[src/rtl/dfr_pkg.sv]
`default_nettype none

package dfr_pkg;

  localparam int BUF_SIZE = 128;
  localparam int IDX_W = $clog2(BUF_SIZE);

  localparam logic [7:0] CH_CMD    = 8'h24;  // '$'
  localparam logic [7:0] CH_SINGLE = 8'h23;  // '#'
  localparam logic [7:0] CH_MULTI  = 8'h7B;  // '{'
  localparam logic [7:0] CH_STORE  = 8'h3C;  // '<'
  localparam logic [7:0] CH_BANG   = 8'h21;  // '!'
  localparam logic [7:0] CH_RBRACE = 8'h7D;  // '}'
  localparam logic [7:0] CH_GT     = 8'h3E;  // '>'

  typedef enum logic [1:0] {
    FN_BYTE    = 2'd0,
    FN_RELEASE = 2'd1,
    FN_READ    = 2'd2,
    FN_NONE    = 2'd3
  } func_t;

  typedef enum logic [2:0] {
    MODE_IDLE   = 3'd0,
    MODE_CMD    = 3'd1,
    MODE_SINGLE = 3'd2,
    MODE_MULTI  = 3'd3,
    MODE_STORE  = 3'd4
  } mode_t;

  typedef enum logic [1:0] {
    CL_NONE  = 2'd0,
    CL_BANG  = 2'd1,
    CL_BRACE = 2'd2,
    CL_GT    = 2'd3
  } closer_t;

  typedef struct packed {
    func_t       func;
    logic [7:0]  rx_byte;
    logic [2:0]  source;
    logic [6:0]  read_index;
    mode_t       start_mode;
    closer_t     closer;
  } item_t;

endpackage

`default_nettype wire

[src/rtl/dfr_front.sv]
`default_nettype none

module dfr_front (
  input  wire logic [1:0]   func,
  input  wire logic [7:0]   rx_byte,
  input  wire logic [2:0]   source_port,
  input  wire logic [6:0]   read_index,
  output dfr_pkg::item_t    item
);

  always_comb begin
    item.func       = dfr_pkg::func_t'(func);
    item.rx_byte    = rx_byte;
    item.source     = source_port;
    item.read_index = read_index;

    unique case (rx_byte)
      dfr_pkg::CH_CMD:    item.start_mode = dfr_pkg::MODE_CMD;
      dfr_pkg::CH_SINGLE: item.start_mode = dfr_pkg::MODE_SINGLE;
      dfr_pkg::CH_MULTI:  item.start_mode = dfr_pkg::MODE_MULTI;
      dfr_pkg::CH_STORE:  item.start_mode = dfr_pkg::MODE_STORE;
      default:            item.start_mode = dfr_pkg::MODE_IDLE;
    endcase

    unique case (rx_byte)
      dfr_pkg::CH_BANG:   item.closer = dfr_pkg::CL_BANG;
      dfr_pkg::CH_RBRACE: item.closer = dfr_pkg::CL_BRACE;
      dfr_pkg::CH_GT:     item.closer = dfr_pkg::CL_GT;
      default:            item.closer = dfr_pkg::CL_NONE;
    endcase
  end

endmodule

`default_nettype wire

[src/rtl/dfr_queue.sv]
`default_nettype none

module dfr_queue (
  input  wire logic             clk,
  input  wire logic             rst,
  input  wire logic             push_valid,
  output logic                  push_stall,
  input  wire dfr_pkg::item_t   push_item,
  output logic                  pop_valid,
  input  wire logic             pop_stall,
  output dfr_pkg::item_t        pop_item
);

  dfr_pkg::item_t slot [2];
  logic           rd_ptr;
  logic           wr_ptr;
  logic [1:0]     count;
  logic           push;
  logic           pop;

  assign push_stall = (count == 2'd2);
  assign pop_valid  = (count != 2'd0);
  assign pop_item   = slot[rd_ptr];
  assign push       = push_valid && !push_stall;
  assign pop        = pop_valid && !pop_stall;

  always_ff @(posedge clk) begin
    if (rst) begin
      rd_ptr <= 1'b0;
      wr_ptr <= 1'b0;
      count  <= 2'd0;
    end else begin
      if (push) wr_ptr <= !wr_ptr;
      if (pop)  rd_ptr <= !rd_ptr;
      if (push && !pop) begin
        count <= count + 2'd1;
      end else if (pop && !push) begin
        count <= count - 2'd1;
      end
    end
  end

  always_ff @(posedge clk) begin
    if (push) slot[wr_ptr] <= push_item;
  end

endmodule

`default_nettype wire

[src/rtl/dfr_back.sv]
`default_nettype none

module dfr_back (
  input  wire logic             clk,
  input  wire logic             rst,
  input  wire logic             q_valid,
  output logic                  q_stall,
  input  wire dfr_pkg::item_t   q_item,
  output logic                  out_valid,
  input  wire logic             out_stall,
  output logic                  byte_stored,
  output logic                  busy_dropped,
  output logic                  frame_done,
  output logic [2:0]            frame_mode,
  output logic [6:0]            frame_length,
  output logic [2:0]            frame_source,
  output logic [7:0]            read_byte
);

  localparam int IW = dfr_pkg::IDX_W;

  logic [7:0]         mem [dfr_pkg::BUF_SIZE];

  dfr_pkg::mode_t     mode;
  dfr_pkg::mode_t     mode_next;
  logic               ready;
  logic               ready_next;
  logic [IW-1:0]      widx;
  logic [IW-1:0]      widx_next;
  logic [2:0]         src;
  logic [2:0]         src_next;

  // zero terminator waiting for a free write cycle
  logic               pend;
  logic [IW-1:0]      term_addr;

  logic               take;
  logic               is_byte;
  logic               busy;
  dfr_pkg::mode_t     eff_mode;
  logic               active;
  logic [IW-1:0]      widx_base;
  logic [IW-1:0]      widx_after;
  logic               store;
  logic               match;
  logic               closes;
  logic               rd_ok;
  logic [IW-1:0]      rd_addr;

  assign q_stall = out_valid && out_stall;
  assign take    = q_valid && !q_stall;

  // decisions shared by state update and result flags
  always_comb begin
    is_byte   = (q_item.func == dfr_pkg::FN_BYTE);
    busy      = is_byte && ready;
    eff_mode  = (mode == dfr_pkg::MODE_IDLE) ? q_item.start_mode : mode;
    active    = is_byte && !ready && (eff_mode != dfr_pkg::MODE_IDLE);
    widx_base = (mode == dfr_pkg::MODE_IDLE) ? '0 : widx;
    store     = active && (widx_base < IW'(dfr_pkg::BUF_SIZE - 1));
    widx_after = store ? widx_base + IW'(1) : widx_base;
    unique case (q_item.closer)
      dfr_pkg::CL_BANG:  match = (eff_mode == dfr_pkg::MODE_CMD) ||
                                 (eff_mode == dfr_pkg::MODE_SINGLE);
      dfr_pkg::CL_BRACE: match = (eff_mode == dfr_pkg::MODE_MULTI);
      dfr_pkg::CL_GT:    match = (eff_mode == dfr_pkg::MODE_STORE);
      default:           match = 1'b0;
    endcase
    closes  = active && match;
    rd_ok   = (q_item.func == dfr_pkg::FN_READ) &&
              (32'(q_item.read_index) < dfr_pkg::BUF_SIZE);
    rd_addr = IW'(q_item.read_index);
  end

  // next state
  always_comb begin
    mode_next  = mode;
    ready_next = ready;
    widx_next  = widx;
    src_next   = src;
    if (q_item.func == dfr_pkg::FN_RELEASE) begin
      mode_next  = dfr_pkg::MODE_IDLE;
      ready_next = 1'b0;
    end else if (active) begin
      mode_next = eff_mode;
      widx_next = widx_after;
      if (closes) begin
        ready_next = 1'b1;
        src_next   = q_item.source;
      end
    end
  end

  always_ff @(posedge clk) begin
    if (rst) begin
      mode      <= dfr_pkg::MODE_IDLE;
      ready     <= 1'b0;
      widx      <= '0;
      src       <= '0;
      pend      <= 1'b0;
      out_valid <= 1'b0;
    end else begin
      if (take) begin
        mode  <= mode_next;
        ready <= ready_next;
        widx  <= widx_next;
        src   <= src_next;
      end
      pend <= take && closes;
      if (take) begin
        out_valid <= 1'b1;
      end else if (!out_stall) begin
        out_valid <= 1'b0;
      end
    end
  end

  // result payload
  always_ff @(posedge clk) begin
    if (take) begin
      byte_stored  <= store;
      busy_dropped <= busy;
      frame_done   <= closes;
      frame_mode   <= 3'(mode_next);
      frame_length <= 7'(widx_next);
      frame_source <= src_next;
    end
    if (take && closes) term_addr <= widx_after;
  end

  // frame buffer; the cycle after a close never stores a byte, so the
  // terminator takes the write port then
  always_ff @(posedge clk) begin
    if (pend) begin
      mem[term_addr] <= '0;
    end else if (take && store) begin
      mem[widx_base] <= q_item.rx_byte;
    end
  end

  always_ff @(posedge clk) begin
    if (take) begin
      if (!rd_ok) begin
        read_byte <= '0;
      end else if (pend && (term_addr == rd_addr)) begin
        read_byte <= '0;
      end else begin
        read_byte <= mem[rd_addr];
      end
    end
  end

endmodule

`default_nettype wire

[src/rtl/delimited_frame_receiver.sv]
// path: an accepted item waits in the front queue; the back stage then registers its result
// throughput: one item per cycle while out_stall is low; the queue holds two items and
//   the frame buffer takes one write per cycle (a closing terminator uses the next cycle)
// reset: rst is synchronous and active high; it clears mode, ready flag, write index,
//   latched source and all handshake state; buffer contents stay undefined until written
`default_nettype none

module delimited_frame_receiver (
  input  wire logic        clk,
  input  wire logic        rst,
  input  wire logic        in_valid,
  output logic             in_stall,
  input  wire logic [1:0]  func,
  input  wire logic [7:0]  rx_byte,
  input  wire logic [2:0]  source_port,
  input  wire logic [6:0]  read_index,
  output logic             out_valid,
  input  wire logic        out_stall,
  output logic             byte_stored,
  output logic             busy_dropped,
  output logic             frame_done,
  output logic [2:0]       frame_mode,
  output logic [6:0]       frame_length,
  output logic [2:0]       frame_source,
  output logic [7:0]       read_byte
);

  dfr_pkg::item_t in_item;
  dfr_pkg::item_t q_item;
  logic           q_valid;
  logic           q_stall;

  dfr_front u_front (
    .func        (func),
    .rx_byte     (rx_byte),
    .source_port (source_port),
    .read_index  (read_index),
    .item        (in_item)
  );

  dfr_queue u_queue (
    .clk        (clk),
    .rst        (rst),
    .push_valid (in_valid),
    .push_stall (in_stall),
    .push_item  (in_item),
    .pop_valid  (q_valid),
    .pop_stall  (q_stall),
    .pop_item   (q_item)
  );

  dfr_back u_back (
    .clk          (clk),
    .rst          (rst),
    .q_valid      (q_valid),
    .q_stall      (q_stall),
    .q_item       (q_item),
    .out_valid    (out_valid),
    .out_stall    (out_stall),
    .byte_stored  (byte_stored),
    .busy_dropped (busy_dropped),
    .frame_done   (frame_done),
    .frame_mode   (frame_mode),
    .frame_length (frame_length),
    .frame_source (frame_source),
    .read_byte    (read_byte)
  );

`ifndef SYNTHESIS
  a_done_has_mode: assert property (@(posedge clk) disable iff (rst)
    out_valid && frame_done |-> frame_mode != 3'(dfr_pkg::MODE_IDLE))
    else $error("closed frame reported with idle mode");

  a_busy_exclusive: assert property (@(posedge clk) disable iff (rst)
    out_valid && busy_dropped |-> !byte_stored && !frame_done)
    else $error("refused beat also stored or closed a frame");

  a_stall_means_queued: assert property (@(posedge clk) disable iff (rst)
    in_stall |-> q_valid)
    else $error("input stalled with empty queue");

  a_queue_drains: assert property (@(posedge clk) disable iff (rst)
    q_valid && !out_valid |=> out_valid)
    else $error("queued beat not executed with free output");
`endif

endmodule

`default_nettype wire

[config.mk]
export PLATFORM = sky130hd
export DESIGN_NAME = delimited_frame_receiver
export DESIGN_NICKNAME = d
export VERILOG_FILES = /design/src/rtl/dfr_pkg.sv /design/src/rtl/dfr_front.sv /design/src/rtl/dfr_queue.sv /design/src/rtl/dfr_back.sv /design/src/rtl/delimited_frame_receiver.sv
export SDC_FILE = /design/constraint.sdc
export NUM_CORES = 1
export LEC_CHECK = 0
export BUFFER_PORTS_ARGS = -buffer_cell sky130_fd_sc_hd__buf_4
export CAP_MARGIN = 20
export CORE_MARGIN = 2
export CORE_UTILIZATION = 65
export CTS_CLUSTER_DIAMETER = 60
export CTS_CLUSTER_SIZE = 30
export DETAILED_ROUTE_END_ITERATION = 10
export GPL_TIMING_DRIVEN = 0
export PLACE_DENSITY = 0.82
export SETUP_SLACK_MARGIN = 0.5
export SYNTH_ARGS = -nofsm -noshare
export SYNTH_HDL_FRONTEND = slang
export SYNTH_SLANG_ARGS = --single-unit
[constraint.sdc]
create_clock -name clk -period 13.96 [get_ports clk]
set_input_delay 0.698 -clock clk [delete_from_list [all_inputs] [get_ports clk]]
set_output_delay 0.698 -clock clk [all_outputs]
set_load 0.01 [all_outputs]
# After elaboration in Yosys (flattened, before gate mapping)
# Memories as Yosys holds them, arrays and structs flattened. A register that Yosys moved wholly into a read port is not among the register bits.
# Index checks and enable logic that the tools add are counted.
# totals
latch_bits	0
output_inout_bits	26
in_bits	24
mem_bits_rw	1074
regBits	43
mem_count	2
word_cells	105
mem_bits_ro	0
# memory_table
name	words	word_bits	rd	rd_ports_with_merged_regs	wr	line_no	rtl
u_back.mem	128	8	1	1	1	dfr_back.sv:22	logic [7:0] mem [dfr_pkg::BUF_SIZE];
u_queue.slot	2	25	1	1	1	dfr_queue.sv:14	dfr_pkg::item_t slot [2];
# op_classes
eq_ne	19
shift	0
addsub	3
n_reduce_logical	31
multipliers	0
order_cmp	1
n_mux	32
div	0
bitwise	1
# ops
operator	n
== test 8 x 6 -> 1 bit (second input constant)	5
2-to-1 mux 7 bit	5
2-to-1 mux 3 bit	6
== test 8 x 7 -> 1 bit (second input constant)	2
2-to-1 mux 1 bit	15
logical AND 1 bit	13
one-hot mux 3 bit (4 select lines)	1
== test 2 bit (second input constant)	4
2-to-1 mux 8 bit	1
nonzero test 2 bit	4
OR reduction 8 bit	1
adder 7 x 1 -> 7 bit (second input constant)	1
== test 7 bit	1
zero test 1 bit	7
< comparator 7 bit (second input constant)	1
== test 3 x 2 -> 1 bit (second input constant)	2
one-hot mux 2 bit (3 select lines)	1
== test 2 x 1 -> 1 bit (second input constant)	2
2-to-1 mux 2 bit	2
== test 3 x 1 -> 1 bit (second input constant)	1
== test 3 bit (second input constant)	1
zero test 3 bit	1
one-hot mux 1 bit (3 select lines)	1
AND reduction 3 bit	1
other kinds (8)	8

# Logic depth before layout (Yosys ltp)
# depth
word_depth	11
mapped_depth	13
depth_no_buf	9

# By module
# Synthesis repeated with hierarchy kept, for this count alone.
# unflattened
hier_cells	2440
area_unflattened_um2	44891.8
# modules_own_cells
module	n_inst	area_per_inst_um2	seq_area_each_um2	cells_each
dfr_back	1	42572.1	32000.7	2296
dfr_queue	1	2023.2	1601.5	103
dfr_front	1	296.5	0.0	41

# Worst setup path before layout
# OpenSTA, ideal clock, no wires.
# synth_path
kind	flip-flop to flip-flop
start	reg with a tool-made name
end	mem u_back.mem[0][0] (data pin)
arrival_ps	5267
setup_slack_ps	7896
setup_ps	796
n_path_buf	5
path_stages_with_launch	11
required_time_ps	13164
period_less_slack_ps	6064
cell_sequence	dfxtp_1 buf_6 or3_1 a21o_1 buf_6 a31o_4 or4_1 buf_6 buf_6 buf_2 nor2_1
# synth_rtl
item	line_no
end, declared	dfr_back.sv:22

==> out/results.tsv <==
metric	value	unit
top_reg_cell synth	edfxtp_1	
Worst-Margin Slew	1.228	ns
DP Area	47240	sq um
fin crit share	0.3921	
1st-iter DRT viols	4979	
Post-Synth Adder-Cell Area	0.0005576	
Antenna Nets Post-Route	0	
CTS root buf	clkbuf_16	
clk buf depth	3	
area grow syn2layout	9.786	%
post-route cell area	49270	sq um
clock skew	0.05366	ns
Comb pwr share	0.295	
fraction of synthesized cell area in xor and xnor cells	0.003513	
mapped cell area	44880	sq um
proportion of synthesized area in mux cells	0.07753	
number of gates resized after cts	0	
Vias/cell	7.009	
maxcap violations	0	
Async SR Flop Fraction	0	
hold path depth	1	
Mean Syn Cell Area	15.03	sq um
Crit Path Max Fanout	10	
Mapped Cells	2986	
RSZ-0062 raised after global routing	no	
Setup Crit Path Kind	register to register	
initial antenna violation count	4	
R2R depth	12	
maximum VDD drop	0.0001743	V
worst skew pair latency	0.70	ns
EDFF count, synth	1105	
switching pwr	2895	uW
DR DRC count	0	
clock slew at reported path FFs	0.11	ns
setup-violating endpoint count in the final report	0	
Synth Warn #	0	
remaining global-route overflow	0	
share of the synthesized area in the top cell type	0.7394	
vias after detailed routing	28708	
# rows	96	
DP Wirelength	85930	um
DIE AREA	71160	sq um
power per standard cell area	169.2	nW/um^2
Seq/Total Area, Yosys	0.7487	
CTS tree	built	
Data arrival, critical path	5.87	ns
quantity of hold-fixing buffers added after cts	0	
initial core utilization	0.6555	
Clk network pwr share	0.233	
clock net sink count	1126	
internal power	5442	uW
number of global-route vias before repair	27201	
Final TNS setup	0	ns
CORE AREA	68470	sq um
1st-pass router iterations	9	
Tmin final	5.474	ns
Final Total Pwr	8337	uW
Yosys top cell by area	edfxtp_1	
critical path endpoint category	register	
drt wl/cell	30.36	um
Syn Nets	3012	
final wirelength	124400	um
startpoint types	register	
first-pass GRT wire length	178200	um
layout cells sized above 1	0.1223	
most area-consuming cells after synthesis	edfxtp_1 74%, mux2i_1 4.3%, nand2_1 4.2%	
sw frac	0.3472	
Hold Path Class	input pin to register	
Slew Limit Fails	0	
port bufs	49	
cell leakage power	0.01625	uW
largest net degree at the start of global routing	47	
fin nets	3196	
Hold WS	0.1770	ns
sequential power share	0.471	
post-CTS setup buffers	0	
slew margin rel.	0.1814	
GRT Util Overall	0.3508	
H-tree depth	2	
Seq cells post-synth	1126	
post-synthesis simple-gate area fraction	0.09705	
post-synthesis compound-gate area fraction	0.05317	
Final Hold Viols	0	
Worst EP required	14.35	ns
Max Clock Freq	182.7	MHz
Distinct cells, synth	65	
Num CTS Buffers	54	
Die Ht	266.8	um
Die Wd	266.8	um
IO Count	50	
outcome	completed	
main combinational cell family by area after synthesis	simple AND/OR/NAND/NOR gates	
placer's final routability congestion estimate	1.007	
==> final timing paths <==
path | slack, ns | startpoint | end
max | 8.49 | register | u_back.read_byte[7]
min | 0.18 | source_port[1] | u_queue.slot[1][13]
max reg2reg | 8.49 | register | u_back.read_byte[7]
min reg2reg | 0.53 | u_back.src[1] | u_back.src[1]
==> cell type report <==
class,instances,area [sq um]
sequential,1126,33600
antenna,1,2.502
buffer,191,820.8
inverter,14,52.55
clock inverter,41,473.0
clock buffer,58,1398
timing repair buffer,128,1321
tap,882,1104
fill,4130,19190
multi-input combinational,1655,10500
==> placed cells by master (no fill, tap or decap), types with 57 or more instances in the layout <==
master / instances
mux4_2: 57
buf_2: 60
nor4_1: 65
o22ai_1: 75
a21oi_1: 162
nor2_1: 108
edfxtp_1: 1105
nor3_1: 71
nand2_1: 505
nand3_1: 115
mux2i_1: 194
clkbuf_1: 127
==> critical path: stages (launching register included) <==
cell and delay, ns:
dfxtp_1 0.34, buf_6 0.15, mux2_2 0.22, clkbuf_1 0.55, buf_2 0.54, buf_2 0.58
buf_2 0.49, mux2i_1 0.27, o22ai_1 0.11, o21ai_0 0.55, a21oi_1 0.17, a2111oi_0 1.03
nand3_1 0.16
==> synthesized netlist by cell type, types with 14 or more instances <==
master     number
edfxtp_1     1105
nand2_1       505
mux2i_1       194
a21oi_1       162
clkbuf_1      125
nor2_1        117
nand3_1       115
nor3_1         75
o22ai_1        75
nor4_1         65
mux4_2         57
o21ai_0        44
buf_2          35
a31oi_1        25
nor2_2         25
buf_1          23
dfxtp_1        21
nand4_1        21
mux2_2         18
o2111ai_1      14
o221ai_1       14
==> stage by stage <==
| step | util | worst slack [ns] | instances |
|---|---|---|---|
| floorplan | - | 7.896 | 2986 |
| global placement | 0.6770 | 3.297 | 3917 |
| detailed placement | 0.6899 | 8.566 | 3972 |
| CTS | 0.7173 | 8.526 | 4071 |
| global route | 0.7196 | 8.409 | 4095 |
| finish | 0.7196 | 8.486 | 4096 |
==> kinds of logic after synthesis <==
kind of cell | count (synthesis)
DFF | 1126
and+or+nand+nor | 973
AOI/OAI and AO/OA | 390
muxes | 272
buffers and inverters | 205
xor gates and xnor gates | 18
adders and majority gates | 2
==> power groups by stage <==
stage	clock network, uW	logic, uW	registers, uW
2_1_floorplan	0	1300	4030
3_3_place_gp	0	2170	4050
3_5_place_dp	0	2340	4000
4_1_cts	1930	2350	3930
5_1_grt	2040	2520	3940
6_report	1950	2460	3930
==> routing by layer <==
layer	GRT usage	part of all wire	up-vias
met5	0	0.00043	-
met4	0.1821	0.062	6
met3	0.09392	0.15	401
met2	0.5351	0.45	2534
met1	0.4706	0.34	13987
li1	-	-	11780
==> state kept, by name (all words and copies together) (netlist names), 2 cells and up, named ones only <==
signal,cells
u_back.read_byte,8
u_back.src,3
u_back.frame_source,3
u_queue.slot,50
u_queue.count,2
u_back.widx,7
u_back.frame_mode,3
u_back.mem,1024
u_back.mode,3
u_back.term_addr,7
u_back.frame_length,7
Power figures use the tool's default switching activity.
